<file path="src/hotp_pkg.sv">
// ----------------------------------------------------------------------------
// HOTP package
// Shared types, constants and SHA-1 round helpers for the HOTP code generator.
// ----------------------------------------------------------------------------
package hotp_pkg;

	localparam int DIGITS = 6;
	localparam int unsigned MOD_VAL = 10 ** DIGITS;
	localparam logic [29:0] CODE_MOD = 30'(MOD_VAL);
	localparam logic [31:0] RECIP = 32'(64'd4294967296 / 64'(MOD_VAL));

	localparam int ROUNDS = 80;
	localparam int KEY_REGS = 8;

	typedef logic [31:0] word_t;
	typedef logic [4:0][31:0] hstate_t;
	typedef logic [15:0][31:0] wwin_t;

	localparam hstate_t SHA1_IV = {32'hC3D2E1F0, 32'h10325476, 32'h98BADCFE,
		32'hEFCDAB89, 32'h67452301};

	localparam word_t IPAD_WORD = 32'h36363636;
	localparam word_t OPAD_WORD = 32'h5C5C5C5C;
	localparam word_t PAD_WORD = 32'h80000000;
	localparam word_t INNER_LEN = 32'h00000240;
	localparam word_t OUTER_LEN = 32'h000002A0;

	function automatic hstate_t sha1_round(hstate_t s, word_t w, logic [6:0] idx);
		word_t f;
		word_t k;
		word_t t;
		hstate_t r;
		if (idx < 7'd20) begin
			f = (s[1] & s[2]) | (~s[1] & s[3]);
			k = 32'h5A827999;
		end else if (idx < 7'd40) begin
			f = s[1] ^ s[2] ^ s[3];
			k = 32'h6ED9EBA1;
		end else if (idx < 7'd60) begin
			f = (s[1] & s[2]) | (s[1] & s[3]) | (s[2] & s[3]);
			k = 32'h8F1BBCDC;
		end else begin
			f = s[1] ^ s[2] ^ s[3];
			k = 32'hCA62C1D6;
		end
		t = {s[0][26:0], s[0][31:27]} + f + s[4] + k + w;
		r[0] = t;
		r[1] = s[0];
		r[2] = {s[1][1:0], s[1][31:2]};
		r[3] = s[2];
		r[4] = s[3];
		return r;
	endfunction

	function automatic wwin_t next_win(wwin_t w);
		wwin_t n;
		word_t x;
		x = w[13] ^ w[8] ^ w[2] ^ w[0];
		for (int j = 0; j < 15; j++) begin
			n[j] = w[j + 1];
		end
		n[15] = {x[30:0], x[31]};
		return n;
	endfunction

	function automatic hstate_t state_add(hstate_t a, hstate_t b);
		hstate_t r;
		for (int j = 0; j < 5; j++) begin
			r[j] = a[j] + b[j];
		end
		return r;
	endfunction

endpackage

</file>
<file path="src/hotp_midstate.sv">
// ----------------------------------------------------------------------------
// HOTP key midstate unit
// Holds the key registers and hashes the inner and outer padded key blocks
// one round per cycle after reset and after every key write.
// ----------------------------------------------------------------------------
module hotp_midstate (
	input  logic             clk,
	input  logic             arst_n,
	input  logic             cfg_we,
	input  logic [3:0]       cfg_index,
	input  logic [63:0]      cfg_data,
	output logic             busy,
	output hotp_pkg::hstate_t ipad_mid,
	output hotp_pkg::hstate_t opad_mid
);
	import hotp_pkg::*;

	logic [KEY_REGS-1:0][63:0] key_q;
	logic                      start_q;
	logic                      busy_q;
	logic [6:0]                rnd_q;
	hstate_t                   ist_q;
	hstate_t                   ost_q;
	wwin_t                     iw_q;
	wwin_t                     ow_q;
	hstate_t                   imid_q;
	hstate_t                   omid_q;
	hstate_t                   ist_nx;
	hstate_t                   ost_nx;
	wwin_t                     kwin;

	always_comb begin
		for (int j = 0; j < KEY_REGS; j++) begin
			kwin[2 * j]     = key_q[j][63:32];
			kwin[2 * j + 1] = key_q[j][31:0];
		end
	end

	assign ist_nx = sha1_round(ist_q, iw_q[0], rnd_q);
	assign ost_nx = sha1_round(ost_q, ow_q[0], rnd_q);

	always_ff @(posedge clk or negedge arst_n) begin
		if (!arst_n) begin
			key_q   <= '0;
			start_q <= 1'b1;
			busy_q  <= 1'b0;
			rnd_q   <= '0;
		end else begin
			if (cfg_we) begin
				if (cfg_index < 4'(KEY_REGS)) begin
					key_q[cfg_index[2:0]] <= cfg_data;
				end
				start_q <= 1'b1;
			end else begin
				start_q <= 1'b0;
			end
			if (start_q) begin
				busy_q <= 1'b1;
				rnd_q  <= '0;
			end else if (busy_q) begin
				rnd_q <= rnd_q + 7'd1;
				if (rnd_q == 7'(ROUNDS - 1)) begin
					busy_q <= 1'b0;
				end
			end
		end
	end

	always_ff @(posedge clk) begin
		if (start_q) begin
			ist_q <= SHA1_IV;
			ost_q <= SHA1_IV;
			for (int j = 0; j < 16; j++) begin
				iw_q[j] <= kwin[j] ^ IPAD_WORD;
				ow_q[j] <= kwin[j] ^ OPAD_WORD;
			end
		end else if (busy_q) begin
			ist_q <= ist_nx;
			ost_q <= ost_nx;
			iw_q  <= next_win(iw_q);
			ow_q  <= next_win(ow_q);
			if (rnd_q == 7'(ROUNDS - 1)) begin
				imid_q <= state_add(ist_nx, SHA1_IV);
				omid_q <= state_add(ost_nx, SHA1_IV);
			end
		end
	end

	assign busy     = busy_q | start_q;
	assign ipad_mid = imid_q;
	assign opad_mid = omid_q;

endmodule

</file>
<file path="config.mk">
export PLATFORM = sky130hd
export DESIGN_NAME = hotp_midstate
export DESIGN_NICKNAME = d
export VERILOG_FILES = /design/src/hotp_pkg.sv /design/src/hotp_midstate.sv
export SDC_FILE = /design/constraint.sdc
export NUM_CORES = 2
export LEC_CHECK = 0
export BUFFER_PORTS_ARGS = -buffer_cell sky130_fd_sc_hd__buf_2
export CAP_MARGIN = 20
export CELL_PAD_IN_SITES_DETAIL_PLACEMENT = 1
export CELL_PAD_IN_SITES_GLOBAL_PLACEMENT = 2
export CORE_UTILIZATION = 40
export CTS_CLUSTER_SIZE = 40
export DETAILED_ROUTE_END_ITERATION = 10
export GPL_ROUTABILITY_DRIVEN = 0
export PLACE_DENSITY_LB_ADDON = 0.1
export SLEW_MARGIN = 20
export SYNTH_ARGS = -nofsm -noshare
export SYNTH_HDL_FRONTEND = slang
export SYNTH_SLANG_ARGS = --single-unit
</file>
<file path="constraint.sdc">
create_clock -name clk -period 42.5 [get_ports clk]
set_input_delay 6.375 -clock clk [delete_from_list [all_inputs] [get_ports clk]]
set_output_delay 6.375 -clock clk [all_outputs]
set_load 0.02 [all_outputs]
</file>
* Word-level counts from Yosys, hierarchy flattened
Index checks and enable logic that the tools add are counted.
Word-level totals: input bits 71, register bits 2185, logic and storage cells 175, output and inout bits 321
Cells by class: $lt $le $gt $ge 6, multiplexer cells 22, reduce and logical (&&, ||, !) cells 4, add/subtract/negate cells 19, bitwise logic cells 60, equal/unequal tests 1
Operators by type and width (count):
- $mux W512 | 4
- $bwmux W512 | 1
- $not A16 Y16 | 32
- $xor A32 B32 Y32 | 10
- $add A32 B32 Y32 | 8
- $and A32 B32 Y32 | 8
- $mux W32 | 8
- $add A32 B32 Y32 const B | 6
- $demux W64 S3 | 1
- $or A32 B32 Y32 | 6
- $add A32 B29 Y32 const B | 2
- $add A32 B31 Y32 const B | 2
- $mux W64 | 1
- $not A32 Y32 | 2
- $mux W31 | 1
- $lt A7 B6 Y1 const B | 2
- $mux W7 | 2
- $add A7 B1 Y7 const B | 1
- $eq A7 B7 Y1 const B | 1
- $lt A7 B5 Y1 const B | 1
- $lt A3 B4 Y1 const B | 1
- $lt A4 B4 Y1 const B | 1
- $mux W1 | 4
- $ge A3 B1 Y1 const B | 1
- other kinds (6) | 6

* Depth between registers and ports, before layout
depth after elaboration 11, gate-level depth with buffers 25, mapped depth without buffers 23

* Least setup slack after synthesis
OpenSTA, ideal clock, no wires.
path type register -> register, from register start_q, to register imid_q (netlist bit ipad_mid[0]), enable pin, path slack 9.892 ns, clock period less this slack 32.608 ns, stages on the path, launching flop included 5, arrival 30.824 ns, data required time 40.716 ns, buffers on the path 1, setup time 1.784 ns, path through dfstp_2 -> inv_1 -> clkbuf_1 -> nand2_1 -> nor4_1
On the way: word-level cells in the longest chain between the ends 2
RTL lines:
- start, declared | RTL line hotp_midstate.sv:19 | logic start_q;
- start signal, assigned | RTL line hotp_midstate.sv:45 | start_q <= 1'b1;
- start signal, assigned | RTL line hotp_midstate.sv:53 | start_q <= 1'b1;
- start signal, assigned | RTL line hotp_midstate.sv:55 | start_q <= 1'b0;
- $not A1 Y1 (no line)
- $reduce_and A3 Y1 (no line)
- end signal, assigned | RTL line hotp_midstate.sv:83 | imid_q <= state_add(ist_nx, SHA1_IV);
- end, declared | RTL line hotp_midstate.sv:26 | hstate_t imid_q;
Every way passes these cells. A chain may end at the register's enable or synchronous reset.

* Worst setup path after layout
from register start_q, to output port busy
On the way: word-level cells in the longest chain between the ends 1
RTL lines:
- $or A1 B1 Y1 | RTL line hotp_midstate.sv:89 | assign busy = busy_q | start_q;
- end, declared | RTL line hotp_midstate.sv:12 | output logic busy,
Every way passes these cells.

==> metrics.csv <==
stage,metric,value,unit
cts,"Clk Latency, worst-skew pair",890,ps
power_and_ir_drop,Net Sw Power,3.92,mW
setup_path,RR Startpoint,rnd_q[4],
floorplan,Row Count,183,
detailed_routing,wire length per cell,24.2,um
cts,CTS tree,built,
finish,layout cell share with drive strength beyond 1,19.7,%
power_and_ir_drop,total power,9.70,mW
hold_path,hold-critical path depth,1,
setup_path,Worst Setup Start Kind,flip-flop,
floorplan,Chip Height,503,um
power_and_ir_drop,Cell Int Power,5.78,mW
cts,CTS HTree Levels,4,
sta,"Slew Viols, Final",0,
setup_path,reg2reg path depth,24,
flow_run,Max-cap violations,0,
cts,postcts setup bufs,0,
power_and_ir_drop,clock network fraction of total power,22.1,%
synth,Syn Inst Count,8028,
setup_path,"Req. time, crit path",36120,ps
grt,grt total ovfl,0,
synth,count of different cell masters after synthesis,104,
grt,vias in the first global route,64703,
setup_path,Reg2Reg Setup Slack,34190,ps
setup_path,WP data arrival,3280,ps
floorplan,die area,253000,sq um
cts,# clock sinks,2185,
sta,final worst path period share,22.7,%
grt,first-pass GRT wire length,430000,um
status,status,"complete, no violations",
floorplan,Starting Density,40.3,%
sta,RSZ-0062 raised after global routing,no,
cts,cts bufs inserted,237,
synth,prevailing post-synth register cell,edfxtp_1,
place,hpwl dp,199000,um
hold_path,Hold EP,key_q[266],
detailed_routing,Starting DRT DRC Count,3903,
sta,fin crit period,9650,ps
synth,Ys Warns,0,
cts,Max clock buf depth,3,
sta,Layout Skew,45.1,ps
synth,post-synth net total,8423,
sta,worst-margin pin slew,1150,ps
synth,Post-Syn Area,100000,sq um
synth,synthesis-stage register bit count,2185,
floorplan,Core Area,249000,sq um
setup_path,RR Endpoint,ipad_mid[28],
synth,mean post-synth cell area,12.5,sq um
synth,most frequent cell after synthesis,edfxtp_1,
synth,Synth top area share,40.2,%
sta,total negative setup slack,0,ps
detailed_routing,vias per inst,5.19,
sta,worst hold slack,496,ps
sta,Final setup viols,0,
finish,P&R area growth vs syn,13.4,%
synth,asr flop ratio synth,23.8,%
finish,fin nets,8729,
hold_path,min-delay worst type,flip-flop to flip-flop,
detailed_routing,# DRC,0,
sta,relative slew slack,22.0,%
synth,dominant cell type by area after synthesis,edfxtp_1,
grt,largest net degree at the start of global routing,207,
power_and_ir_drop,Power Density,85.2,nW/um^2
cts,Worst-path clk slew,60,ps
power_and_ir_drop,Logic pwr share,44.1,%
floorplan,IO Count,392,
place,port bufs,391,
place,Setup Slack @ Placement,33270,ps
cts,hold_buf cts,0,
synth,sequential share of the synthesized area,59.5,%
synth,largest cells by area after synthesis,"edfxtp_1, dfrtp_1, mux2_2",
setup_path,crit path capture type,output pin,
cts,Root Driver,clkbuf_16,
power_and_ir_drop,switching part of the total,40.4,%
synth,Post-synth EDFFs,1344,
sta,final worst setup slack,32850,ps
power_and_ir_drop,sequential cell fraction of total power,33.8,%
detailed_routing,antenna-violating nets left,0,
detailed_routing,DRT Pass-1 Iters,5,
sta,fmax,104,MHz
grt,Total GRT Usage,22.9,%
synth,synth cell count leaders,"edfxtp_1, o21ai_0, nand2_1",
floorplan,die width,503,um
detailed_routing,vias,61687,
sta,Final Hold Viols,0,
setup_path,Crit Path Max Fanout,90,
power_and_ir_drop,leak pwr,48.0,nW
hold_path,hold wc startpoint,key_q[266],
setup_path,critical path class,flip-flop to output pin,
cts,Post-CTS Resized,0,
detailed_routing,final wirelength,287000,um
grt,initial antenna violation count,28,
power_and_ir_drop,Worst VDD drop,0.0000674,V
[state kept, by name, indices dropped and copies added (netlist names)]
signal,count
key_q,512
ow_q,512
ipad_mid,160
iw_q,512
busy_q,1
ost_q,32
ost_nx,128
rnd_q,7
opad_mid,160
ist_q,32
start_q,1
ist_nx,128
[power by group through the flow]
stage	logic [mW]	registers, mW	clock network (mW)
6_report	4.28	3.28	2.14
2_1_floorplan	3.02	3.12	0
5_1_grt	4.70	3.33	2.27
3_3_place_gp	4.19	3.30	0
4_1_cts	4.31	3.28	2.19
3_5_place_dp	4.28	3.32	0
[logic make-up (layout without fill, tap and decap cells)]
kind of cell	count (synthesis)	count (layout)	synth area share (%)
buf+inv	1123	1643	4.24
simple gates	1512	1512	6.56
other cells	0	4	0
flops	2185	2185	59.5
compound gates	1286	1286	7.60
xor+xnor	523	523	4.57
mux	1075	1075	11.7
fa+ha+maj	324	324	5.83
[metal layers]
layer / global-route usage, % / share of wire, %
met5: 0 / 0
met2: 36.6 / 46
met3: 2.46 / 3.5
met1: 33.1 / 48
met4: 5.70 / 2.4
[worst max-delay path: stages, from the launching register on]
cell and delay, ps:
dfstp_4 1130, inv_8 320, nand2_4 380, buf_2 380
[cells in the final DEF (no fill, tap or decap), types with 18 or more instances in the layout]
cell type / count
edfxtp_1: 1344
o21ai_0: 767
nand2_1: 758
mux2_2: 755
inv_1: 718
dfrtp_1: 519
nor2_1: 412
buf_2: 390
xnor2_1: 356
mux2i_1: 320
dfxtp_1: 320
fa_1: 240
clkbuf_16: 239
a21oi_1: 173
xor2_1: 166
nand2b_1: 118
ha_1: 84
buf_4: 70
clkbuf_1: 47
o211ai_1: 45
clkinv_2: 45
nor3_1: 41
nand3_1: 33
clkinv_1: 33
o21ai_1: 30
clkbuf_8: 30
o221ai_1: 27
bufinv_16: 26
a21o_1: 25
a21boi_0: 22
o21a_1: 20
a31oi_1: 20
and3_1: 20
a221oi_1: 18
[stage by stage]
stage / util (%) / cells / area, sq um
floorplan: - / 8028 / 100000
global placement: 42.4 / 11425 / 106000
detailed placement: 42.4 / 11425 / 106000
CTS: 45.7 / 11878 / 114000
global route: 45.7 / 11881 / 114000
finish: 45.7 / 11882 / 114000
[final cells by class]
type	count	area (sq um)
multi-input cells	4720	36400
diodes	4	10.0
well taps	3330	4170
clock buffers	316	6570
fillers	25824	135000
flip-flops and latches	2185	59800
repair buffers	468	2620
clock inverters	137	1540
inverters	722	2720
[how the worst max path moves through the flow]
| stage | startpoint | to | slack, ps |
|---|---|---|---|
| 3_3_place_gp | cfg_index[3] | key_q[432] | 33340 |
| 6_report | start_q | busy | 32850 |
| 3_5_place_dp | cfg_we | key_q[432] | 33270 |
| 2_1_floorplan | start_q | ipad_mid[0] | 9890 |
| 5_1_grt | start_q | busy | 32660 |
| 4_1_cts | start_q | busy | 32750 |
(Power assumes the default switching activity.)
